## src/hw/rtl/eds_pkg.sv

```systemverilog
// ----------------------------------------------------------------------------
// eds_pkg: shared types and constants of the edit distance block
// Field widths, function codes and the word passed along the cell chain.
// ----------------------------------------------------------------------------
package eds_pkg;

   // default longest string held by the chain
   localparam int MAX_LEN_DEF = 32;

   // field widths
   localparam int FUNC_W = 2;
   localparam int CH_W   = 8;
   localparam int DIST_W = 6;
   localparam int FRAC_W = 16;
   localparam int SIM_W  = 17;

   // similarity of two empty strings (1.0 in 1.16 fixed point)
   localparam logic [SIM_W-1:0] SIM_ONE = SIM_W'(1) << FRAC_W;

   // function codes of a request word
   localparam logic [FUNC_W-1:0] FUNC_FIRST  = 2'd0;
   localparam logic [FUNC_W-1:0] FUNC_SECOND = 2'd1;
   localparam logic [FUNC_W-1:0] FUNC_FINISH = 2'd2;

   // wavefront word handed from one cell to the next
   typedef struct packed {
      logic              valid;
      logic [CH_W-1:0]   ch;
      logic [DIST_W-1:0] d_left;   // new distance of the left neighbor
      logic [DIST_W-1:0] d_diag;   // old distance of the left neighbor
   } token_type;

endpackage

```

## src/hw/rtl/eds_req_if.sv

```systemverilog
// ----------------------------------------------------------------------------
// eds_req_if: request channel of the edit distance block
// Carries a function code and a character byte with valid/ready.
// ----------------------------------------------------------------------------
interface eds_req_if;
   logic                       valid;
   logic                       ready;
   logic [eds_pkg::FUNC_W-1:0] func;
   logic [eds_pkg::CH_W-1:0]   ch;

   modport source (output valid, output func, output ch, input ready);
   modport sink   (input valid, input func, input ch, output ready);
endinterface

```

## src/hw/rtl/eds_rsp_if.sv

```systemverilog
// ----------------------------------------------------------------------------
// eds_rsp_if: response channel of the edit distance block
// Carries distance, longer length, similarity and error with valid/ready.
// ----------------------------------------------------------------------------
interface eds_rsp_if;
   logic                       valid;
   logic                       ready;
   logic [eds_pkg::DIST_W-1:0] distance;
   logic [eds_pkg::DIST_W-1:0] longer_len;
   logic [eds_pkg::SIM_W-1:0]  similarity;
   logic                       error;

   modport source (output valid, output distance, output longer_len,
                   output similarity, output error, input ready);
   modport sink   (input valid, input distance, input longer_len,
                   input similarity, input error, output ready);
endinterface

```

## src/hw/rtl/eds_cell.sv

```systemverilog
// ----------------------------------------------------------------------------
// eds_cell: one column of the distance row
// Holds one first-string character and its distance entry, updates the entry
// when a wavefront word arrives and passes the word on in the next cycle.
// ----------------------------------------------------------------------------
module eds_cell #(
   parameter int INDEX = 1
) (
   input  logic                       clock,
   input  logic                       reset,
   input  logic                       clear,
   input  logic                       load_en,
   input  logic [eds_pkg::CH_W-1:0]   load_ch,
   input  eds_pkg::token_type         tok_in,
   output eds_pkg::token_type         tok_out,
   output logic [eds_pkg::DIST_W-1:0] dist_out
);

   logic [eds_pkg::CH_W-1:0]   ch_ff;
   logic [eds_pkg::DIST_W-1:0] dist_ff;
   logic [eds_pkg::DIST_W-1:0] dist_in;
   eds_pkg::token_type         tok_ff;
   eds_pkg::token_type         tok_in_next;
   logic [eds_pkg::DIST_W:0]   up_cost;
   logic [eds_pkg::DIST_W:0]   left_cost;
   logic [eds_pkg::DIST_W:0]   diag_cost;
   logic [eds_pkg::DIST_W:0]   best;

   // three edit paths and their minimum
   always_comb begin
      up_cost   = {1'b0, dist_ff} + (eds_pkg::DIST_W+1)'(1);
      left_cost = {1'b0, tok_in.d_left} + (eds_pkg::DIST_W+1)'(1);
      diag_cost = {1'b0, tok_in.d_diag}
                + (eds_pkg::DIST_W+1)'(ch_ff != tok_in.ch);
      best = (up_cost < left_cost) ? up_cost : left_cost;
      if (diag_cost < best) begin
         best = diag_cost;
      end
   end

   // next distance entry and word for the right neighbor
   always_comb begin
      if (clear) begin
         dist_in = eds_pkg::DIST_W'(INDEX);
      end else if (tok_in.valid) begin
         dist_in = best[eds_pkg::DIST_W-1:0];
      end else begin
         dist_in = dist_ff;
      end
      tok_in_next.valid  = tok_in.valid;
      tok_in_next.ch     = tok_in.ch;
      tok_in_next.d_left = best[eds_pkg::DIST_W-1:0];
      tok_in_next.d_diag = dist_ff;
   end

   // registers
   always_ff @(posedge clock) begin
      if (reset) begin
         dist_ff      <= eds_pkg::DIST_W'(INDEX);
         tok_ff.valid <= 1'b0;
      end else begin
         dist_ff <= dist_in;
         tok_ff  <= tok_in_next;
      end
   end

   // character store
   always_ff @(posedge clock) begin
      if (load_en) begin
         ch_ff <= load_ch;
      end
   end

   assign tok_out  = tok_ff;
   assign dist_out = dist_ff;

endmodule

```

## src/hw/rtl/eds_div.sv

```systemverilog
// ----------------------------------------------------------------------------
// eds_div: restoring divider for the similarity fraction
// Divides numer * 2^16 by denom, one quotient bit per cycle.
// ----------------------------------------------------------------------------
module eds_div (
   input  logic                       clock,
   input  logic                       reset,
   input  logic                       start,
   input  logic [eds_pkg::DIST_W-1:0] numer,
   input  logic [eds_pkg::DIST_W-1:0] denom,
   output logic                       done,
   output logic [eds_pkg::SIM_W-1:0]  quotient
);

   localparam int DVD_W = eds_pkg::DIST_W + eds_pkg::FRAC_W;
   localparam int CNT_W = $clog2(DVD_W + 1);

   logic                       busy_ff, busy_in;
   logic                       done_ff, done_in;
   logic [CNT_W-1:0]           cnt_ff, cnt_in;
   logic [DVD_W-1:0]           dvd_ff, dvd_in;
   logic [DVD_W-1:0]           quo_ff, quo_in;
   logic [eds_pkg::DIST_W-1:0] rem_ff, rem_in;
   logic [eds_pkg::DIST_W-1:0] den_ff, den_in;
   logic [eds_pkg::DIST_W:0]   trial;
   logic [eds_pkg::DIST_W:0]   diff;
   logic                       fits;

   // one restoring step
   always_comb begin
      trial = {rem_ff, dvd_ff[DVD_W-1]};
      diff  = trial - {1'b0, den_ff};
      fits  = trial >= {1'b0, den_ff};
   end

   // step sequencing
   always_comb begin
      busy_in = busy_ff;
      done_in = 1'b0;
      cnt_in  = cnt_ff;
      dvd_in  = dvd_ff;
      quo_in  = quo_ff;
      rem_in  = rem_ff;
      den_in  = den_ff;
      if (start) begin
         busy_in = 1'b1;
         cnt_in  = CNT_W'(DVD_W);
         dvd_in  = {numer, {eds_pkg::FRAC_W{1'b0}}};
         quo_in  = '0;
         rem_in  = '0;
         den_in  = denom;
      end else if (busy_ff) begin
         dvd_in = {dvd_ff[DVD_W-2:0], 1'b0};
         quo_in = {quo_ff[DVD_W-2:0], fits};
         rem_in = fits ? diff[eds_pkg::DIST_W-1:0] : trial[eds_pkg::DIST_W-1:0];
         cnt_in = cnt_ff - CNT_W'(1);
         if (cnt_ff == CNT_W'(1)) begin
            busy_in = 1'b0;
            done_in = 1'b1;
         end
      end
   end

   // control registers
   always_ff @(posedge clock) begin
      if (reset) begin
         busy_ff <= 1'b0;
         done_ff <= 1'b0;
         cnt_ff  <= '0;
      end else begin
         busy_ff <= busy_in;
         done_ff <= done_in;
         cnt_ff  <= cnt_in;
      end
   end

   // datapath registers
   always_ff @(posedge clock) begin
      dvd_ff <= dvd_in;
      quo_ff <= quo_in;
      rem_ff <= rem_in;
      den_ff <= den_in;
   end

   assign done     = done_ff;
   assign quotient = quo_ff[eds_pkg::SIM_W-1:0];

endmodule

```

## src/hw/rtl/edit_distance_similarity.sv

```systemverilog
// ----------------------------------------------------------------------------
// edit_distance_similarity: Levenshtein distance and similarity of two strings
// A chain of MAX_LEN cells holds the first string and the distance row; each
// second-string character runs through the chain as a wavefront.
// ----------------------------------------------------------------------------
// Usage:
//   req_in carries words of func and ch. func 0 stores ch as the next
//   first-string character, func 1 sends ch as the next second-string
//   character into the cell chain (back to back), func 2 finishes,
//   func 3 is taken and ignored. Characters past MAX_LEN,
//   and first-string characters after the second string has begun, are
//   dropped and set the error bit of the next response.
//   A finish word waits for the wavefront to leave the chain, then a
//   bit-serial divider forms the similarity and the response is loaded
//   into the output register; req_in.ready stays low until that load.
//   The finish also clears both strings.
//   response output register: a response waiting on rsp_out.ready does not
//   stop character words; a further finish holds in its last step until
//   the register is free.
//   reset (synchronous) empties both strings, clears the error flag and any
//   pending response.
// ----------------------------------------------------------------------------
module edit_distance_similarity #(
   parameter int MAX_LEN = eds_pkg::MAX_LEN_DEF
) (
   input  logic     clock,
   input  logic     reset,
   eds_req_if.sink  req_in,
   eds_rsp_if.source rsp_out
);

   localparam int IDX_W = $clog2(MAX_LEN + 1);

   typedef enum logic [3:0] {
      ST_IDLE   = 4'b0001,
      ST_DRAIN  = 4'b0010,
      ST_DIVIDE = 4'b0100,
      ST_EMIT   = 4'b1000
   } state_type;

   state_type                  state_ff, state_in;
   logic [IDX_W-1:0]           first_len_ff, first_len_in;
   logic [IDX_W-1:0]           second_len_ff, second_len_in;
   logic                       error_ff, error_in;
   logic [eds_pkg::DIST_W-1:0] dist_ff, dist_in;
   logic [eds_pkg::DIST_W-1:0] longer_ff, longer_in;
   logic                       rerr_ff, rerr_in;
   logic                       rsp_valid_ff, rsp_valid_in;
   logic [eds_pkg::DIST_W-1:0] rsp_dist_ff;
   logic [eds_pkg::DIST_W-1:0] rsp_longer_ff;
   logic [eds_pkg::SIM_W-1:0]  rsp_sim_ff;
   logic                       rsp_err_ff;

   eds_pkg::token_type         tok [0:MAX_LEN];
   logic [eds_pkg::DIST_W-1:0] row [0:MAX_LEN];
   logic [MAX_LEN-1:0]         in_flight;

   logic                       accept;
   logic                       push_first;
   logic                       push_second;
   logic                       drop;
   logic                       drain_done;
   logic                       clear;
   logic                       rsp_load;
   logic [IDX_W-1:0]           longer_len;
   logic [eds_pkg::DIST_W-1:0] longer_ext;
   logic [eds_pkg::DIST_W-1:0] dist_sel;
   logic [eds_pkg::DIST_W-1:0] same;
   logic                       div_done;
   logic [eds_pkg::SIM_W-1:0]  quotient;

   // request decode
   always_comb begin
      accept      = req_in.valid & req_in.ready;
      push_first  = accept && (req_in.func == eds_pkg::FUNC_FIRST)
                 && (second_len_ff == '0) && (first_len_ff != IDX_W'(MAX_LEN));
      push_second = accept && (req_in.func == eds_pkg::FUNC_SECOND)
                 && (second_len_ff != IDX_W'(MAX_LEN));
      drop        = accept && (((req_in.func == eds_pkg::FUNC_FIRST) && !push_first)
                 || ((req_in.func == eds_pkg::FUNC_SECOND) && !push_second));
   end

   // wavefront word entering the first cell, row entry zero
   always_comb begin
      tok[0].valid  = push_second;
      tok[0].ch     = req_in.ch;
      tok[0].d_left = eds_pkg::DIST_W'(second_len_ff) + eds_pkg::DIST_W'(1);
      tok[0].d_diag = eds_pkg::DIST_W'(second_len_ff);
      row[0]        = eds_pkg::DIST_W'(second_len_ff);
   end

   // cell chain
   for (genvar i = 1; i <= MAX_LEN; i++) begin : g_cell
      eds_cell #(
         .INDEX (i)
      ) u_cell (
         .clock    (clock),
         .reset    (reset),
         .clear    (clear),
         .load_en  (push_first && (first_len_ff == IDX_W'(i - 1))),
         .load_ch  (req_in.ch),
         .tok_in   (tok[i-1]),
         .tok_out  (tok[i]),
         .dist_out (row[i])
      );
      assign in_flight[i-1] = tok[i].valid;
   end

   // final distance and longer length
   always_comb begin
      longer_len = (first_len_ff > second_len_ff) ? first_len_ff : second_len_ff;
      longer_ext = eds_pkg::DIST_W'(longer_len);
      dist_sel   = row[first_len_ff];
      same       = (longer_ext >= dist_sel) ? (longer_ext - dist_sel) : '0;
   end

   // similarity divider
   eds_div u_div (
      .clock    (clock),
      .reset    (reset),
      .start    (drain_done),
      .numer    (same),
      .denom    (longer_ext),
      .done     (div_done),
      .quotient (quotient)
   );

   // finish sequencer
   always_comb begin
      state_in   = state_ff;
      drain_done = 1'b0;
      rsp_load   = 1'b0;
      unique case (state_ff)
         ST_IDLE: begin
            if (accept && (req_in.func == eds_pkg::FUNC_FINISH)) begin
               state_in = ST_DRAIN;
            end
         end
         ST_DRAIN: begin
            if (in_flight == '0) begin
               drain_done = 1'b1;
               state_in   = ST_DIVIDE;
            end
         end
         ST_DIVIDE: begin
            if (div_done) begin
               state_in = ST_EMIT;
            end
         end
         ST_EMIT: begin
            if (!rsp_valid_ff || rsp_out.ready) begin
               rsp_load = 1'b1;
               state_in = ST_IDLE;
            end
         end
         default: begin
            state_in = ST_IDLE;
         end
      endcase
      clear = drain_done;
   end

   // string lengths, error flag and captured result
   always_comb begin
      first_len_in  = first_len_ff;
      second_len_in = second_len_ff;
      error_in      = error_ff;
      dist_in       = dist_ff;
      longer_in     = longer_ff;
      rerr_in       = rerr_ff;
      if (clear) begin
         first_len_in  = '0;
         second_len_in = '0;
         error_in      = 1'b0;
         dist_in       = dist_sel;
         longer_in     = longer_ext;
         rerr_in       = error_ff;
      end else begin
         if (push_first) begin
            first_len_in = first_len_ff + IDX_W'(1);
         end
         if (push_second) begin
            second_len_in = second_len_ff + IDX_W'(1);
         end
         if (drop) begin
            error_in = 1'b1;
         end
      end
      rsp_valid_in = rsp_load ? 1'b1 : (rsp_out.ready ? 1'b0 : rsp_valid_ff);
   end

   // control registers
   always_ff @(posedge clock) begin
      if (reset) begin
         state_ff      <= ST_IDLE;
         first_len_ff  <= '0;
         second_len_ff <= '0;
         error_ff      <= 1'b0;
         rsp_valid_ff  <= 1'b0;
      end else begin
         state_ff      <= state_in;
         first_len_ff  <= first_len_in;
         second_len_ff <= second_len_in;
         error_ff      <= error_in;
         rsp_valid_ff  <= rsp_valid_in;
      end
   end

   // captured result and response word
   always_ff @(posedge clock) begin
      dist_ff   <= dist_in;
      longer_ff <= longer_in;
      rerr_ff   <= rerr_in;
      if (rsp_load) begin
         rsp_dist_ff   <= dist_ff;
         rsp_longer_ff <= longer_ff;
         rsp_sim_ff    <= (longer_ff == '0) ? eds_pkg::SIM_ONE : quotient;
         rsp_err_ff    <= rerr_ff;
      end
   end

   // channel outputs
   assign req_in.ready       = (state_ff == ST_IDLE);
   assign rsp_out.valid      = rsp_valid_ff;
   assign rsp_out.distance   = rsp_dist_ff;
   assign rsp_out.longer_len = rsp_longer_ff;
   assign rsp_out.similarity = rsp_sim_ff;
   assign rsp_out.error      = rsp_err_ff;

endmodule
```

## src/flat_wrapper.sv

```systemverilog
// flat-port wrapper written by rule: the top's interface ports become plain ports
module edit_distance_similarity_flat 
#(
   parameter int MAX_LEN = eds_pkg::MAX_LEN_DEF
)
  (clock, reset, req_in_valid, req_in_func, req_in_ch, req_in_ready, rsp_out_valid, rsp_out_distance, rsp_out_longer_len, rsp_out_similarity, rsp_out_error, rsp_out_ready);
  eds_req_if req_in_i ();
  eds_rsp_if rsp_out_i ();
  input  logic clock;
  input  logic reset;
  input wire logic [$bits(req_in_i.valid)-1:0] req_in_valid;
  input wire logic [$bits(req_in_i.func)-1:0] req_in_func;
  input wire logic [$bits(req_in_i.ch)-1:0] req_in_ch;
  output wire logic [$bits(req_in_i.ready)-1:0] req_in_ready;
  output wire logic [$bits(rsp_out_i.valid)-1:0] rsp_out_valid;
  output wire logic [$bits(rsp_out_i.distance)-1:0] rsp_out_distance;
  output wire logic [$bits(rsp_out_i.longer_len)-1:0] rsp_out_longer_len;
  output wire logic [$bits(rsp_out_i.similarity)-1:0] rsp_out_similarity;
  output wire logic [$bits(rsp_out_i.error)-1:0] rsp_out_error;
  input wire logic [$bits(rsp_out_i.ready)-1:0] rsp_out_ready;
  assign req_in_i.valid = req_in_valid;
  assign req_in_i.func = req_in_func;
  assign req_in_i.ch = req_in_ch;
  assign req_in_ready = req_in_i.ready;
  assign rsp_out_valid = rsp_out_i.valid;
  assign rsp_out_distance = rsp_out_i.distance;
  assign rsp_out_longer_len = rsp_out_i.longer_len;
  assign rsp_out_similarity = rsp_out_i.similarity;
  assign rsp_out_error = rsp_out_i.error;
  assign rsp_out_i.ready = rsp_out_ready;
  edit_distance_similarity #(.MAX_LEN(MAX_LEN)) u_core (.clock(clock), .reset(reset), .req_in(req_in_i), .rsp_out(rsp_out_i));
endmodule
```

## config.mk

```make
export PLATFORM = sky130hd
export DESIGN_NAME = edit_distance_similarity_flat
export DESIGN_NICKNAME = d
export VERILOG_FILES = /design/src/hw/rtl/eds_pkg.sv /design/src/hw/rtl/eds_req_if.sv /design/src/hw/rtl/eds_rsp_if.sv /design/src/hw/rtl/eds_cell.sv /design/src/hw/rtl/eds_div.sv /design/src/hw/rtl/edit_distance_similarity.sv /design/src/flat_wrapper.sv
export SDC_FILE = /design/constraint.sdc
export NUM_CORES = 2
export LEC_CHECK = 0
export ABC_AREA = 1
export BUFFER_PORTS_ARGS = -buffer_cell sky130_fd_sc_hd__buf_4
export CAP_MARGIN = 30
export CORE_MARGIN = 5
export CORE_UTILIZATION = 45
export CTS_BUF_LIST = sky130_fd_sc_hd__clkbuf_4
export DETAILED_ROUTE_END_ITERATION = 10
export REMOVE_ABC_BUFFERS = 1
export SLEW_MARGIN = 20
export SYNTH_ARGS = -nofsm -noshare
export SYNTH_HDL_FRONTEND = slang
export SYNTH_SLANG_ARGS = --single-unit
```

## constraint.sdc

```tcl
create_clock -name clock -period 16.4 [get_ports clock]
set_input_delay 3.28 -clock clock [delete_from_list [all_inputs] [get_ports clock]]
set_output_delay 3.28 -clock clock [all_outputs]
set_load 0.02 [all_outputs]
```

==> metrics.cfg <==
[status]
status=complete, no violations

[critical_path]
critPathLaunchType=flop
required_ns=13.12
crit_slowest_cell=nor3_2
path_max_fanout=4
crit_path_end=req_in_ready
r2r-end=u_core.u_div.dvd_ff[21]
arrival_ns=2.69
crit_path_end_kind=output pin
crit-reg2reg-launch=u_core.first_len_ff[0]
rrSetupSlack_ns=10.84
cp_slowest_stage_delay_ns=0.62
path_cells=nor2_1, inv_1, nor3_2, buf_4
startpoint=u_core.state_ff[2]
path_class=reg -> out
reg2reg_depth=15

[global_routing]
gr-usage-all-layers=0.2107
met3_usage=0.04154
first_global_vias=47220
grt_max_degree=162
grt_use_met2=0.3527
grt_first_pass_wirelength_um=255400
grt.busiest_layer=met2
antenna_found_initial=3
gr-total-overflow=0
groute.layer.met1.usage=0.2692

[clock_tree]
clock_latency_ns=1.28
root_buffer=clkbuf_4
cts_made_buffers=339
clockBufferDepth=4
cts_setup_buffers=0
path_clk_slew_ns=0.07
clock_sinks=1197
cts_resized=0
holdBufCountCts=0
cts_tree=built
cts_htree_levels=5

[sta]
worstMarginPinSlew_ns=1.060
finalHoldViolations=0
max-slew-margin-rel=0.2924
period_share=0.3641
setup_viol=0
max_freq_mhz=167.5
slew_violations=0
rsz0062_at_grt=no
tns_ns=0
setup_slack_ns=10.43
skew_ns=0.1292
final.min_clock_period_ns=5.971

[yosys]
synth_cells=6750
synth.area.mux_share=0
ys_async_sr_fraction=0
netlist.area_leader.share=0.4227
synth-simple-area-share=0.1772
yosys-top-cells-area=edfxtp_1 (42%), ha_1 (10%), dfxtp_1 (8.3%), nand2_1 (6.9%), xor2_1 (5.2%)
ys_top_cells_by_count=nand2_1 (1211), edfxtp_1 (925), inv_1 (775)
synth.largest_area_cell=edfxtp_1
synth_compound_area_frac=0.07850
ys_types=50
synth.ff_latch_count=1197
ys_dominant_reg_cell=edfxtp_1
synth.most_common_cell=nand2_1
seq_area_frac_synth=0.5055
avgSynthCellArea_sq_um=9.736
yosys.area_share.adder=0.1029
synth_top_family_by_area=simple AND/OR/NAND/NOR gates
netlist_area_sq_um=65720
yosys_warnings=0
synth_xor_area_frac=0.08210
synth_edf_count=925

[pwr]
powerDensity_nw_per_um2=151.2
p_leak_nw=29.86
p_total_w=0.01097
ir_worst_vdd_mv=0.07613

[finish]
multiInputGateArea_sq_um=29010
final_cells=9234
nets=7601
syn_to_final_growth_pct=10.42
drive_gt1_frac=0.09658
area.sequential_sq_um=33230
fillers=13640

[place]
portBuffers=45
post-place-ws_ns=8.925
dp_cells=8604
dp_hpwl_um=117300
gp_congestion=0.8892

[floorplanning]
die_x_um=392.1
ios=46
dieArea_sq_um=153800
core_region_area_sq_um=145400
die_h_um=392.1
start_util=0.4520
fp-row-count=140

[route]
wl_per_cell_um=17.78
firstDrtPassIters=6
final_antenna_net_count=0
vias=48340
drt_iter0_drc=3193
wl_um=164200
via_per_inst=5.235
drc=0

[min_path]
hp-class=reg -> reg
hp-start=u_core.g_cell[8].u_cell.tok_out[17]

[flow_run]
maxCapViolations=0

-- metrics by stage --
stage	util	area, sq um	hold slack [ns]
after global routing	0.4991	72560	0.4487
after CTS	0.4976	72340	0.4358
after global placement	0.4683	68090	0.4137
after floorplan	-	65170	0.4003
after detailed placement	0.4684	68110	0.4227
final	0.4991	72560	0.4282
-- metal layers --
metal / part of all wire / vias up
met2: 0.47 / 1149
met3: 0.052 / 322
met5: 0.000043 / -
met4: 0.034 / 2
li1: - / 24080
met1: 0.44 / 22780
-- where the power goes --
part / internal (W) / switching [W]
clock network: 0.00144 / 0.00126
registers: 0.00373 / 0.000224
logic: 0.00149 / 0.00282
total: 0.00666 / 0.00431
-- worst min path at each step --
stage / cells after the start / endpoint
finish: 0 / u_core.g_cell[9].u_cell.tok_out[17]
global route: 0 / u_core.g_cell[9].u_cell.tok_out[17]
CTS: 0 / u_core.g_cell[23].u_cell.tok_out[17]
detailed placement: 0 / u_core.rsp_out.distance[4]
global placement: 0 / u_core.rsp_out.distance[5]
floorplan: 0 / u_core.rsp_out.distance[0]
-- logic make-up (layout without fill, tap and decap cells) --
family,after synthesis,in the layout
and+or+nand+nor,2509,2509
buffers and inverters,924,1484
adders and majority gates,539,539
AOI/OAI and AO/OA,965,965
DFF,1197,1197
other,0,7
xor gates and xnor gates,616,616
-- state kept, by name, indices dropped and copies added (netlist names), 4 cells and up --
register and count:
u_core.u_div.dvd_ff 6, u_core.u_div.rem_ff 6, u_core.u_div.cnt_ff 5, u_core.g_cell.u_cell.tok_out 652
u_core.longer_ff 6, u_core.rsp_out.similarity 17, u_core.state_ff 4, u_core.second_len_ff 6
u_core.u_div.quo_ff 17, u_core.g_cell.u_cell.dist_out 192, u_core.dist_ff 6, u_core.g_cell.u_cell.ch_ff 256
u_core.rsp_out.longer_len 6, u_core.first_len_ff 6, u_core.rsp_out.distance 6
-- area by class of cell --
| class | count | share of cell area |
|---|---|---|
| flip-flops and latches | 1197 | 0.4579 |
| repair buffers | 87 | 0.009208 |
| inverters | 794 | 0.04133 |
| diodes | 7 | 0.0002414 |
| clock inverters | 90 | 0.005311 |
| multi-input cells | 4629 | 0.3999 |
| clock buffers | 513 | 0.05308 |
| well taps | 1917 | 0.03306 |
-- cell usage in the layout, fill, tap and decap left out, types with 33 or more instances in the layout --
cell / instances
xnor2_1: 227
inv_1: 774
nand4_1: 120
edfxtp_1: 925
xor2_1: 389
dfxtp_1: 270
buf_4: 64
nand2_1: 1211
nor2_1: 262
nor3_1: 41
o21ai_0: 363
ha_1: 537
a21oi_1: 438
a211oi_1: 33
nand3_1: 511
nand3b_1: 141
clkinv_1: 73
clkbuf_4: 513
o211ai_1: 42
and2_1: 80
-- critical path, delay by kind of cell, from the launching register on --
family	cells	cell delay, ns
simple gates	2	0.74
flops	1	0.34
buf+inv	2	0.34
(Power assumes the default switching activity.)
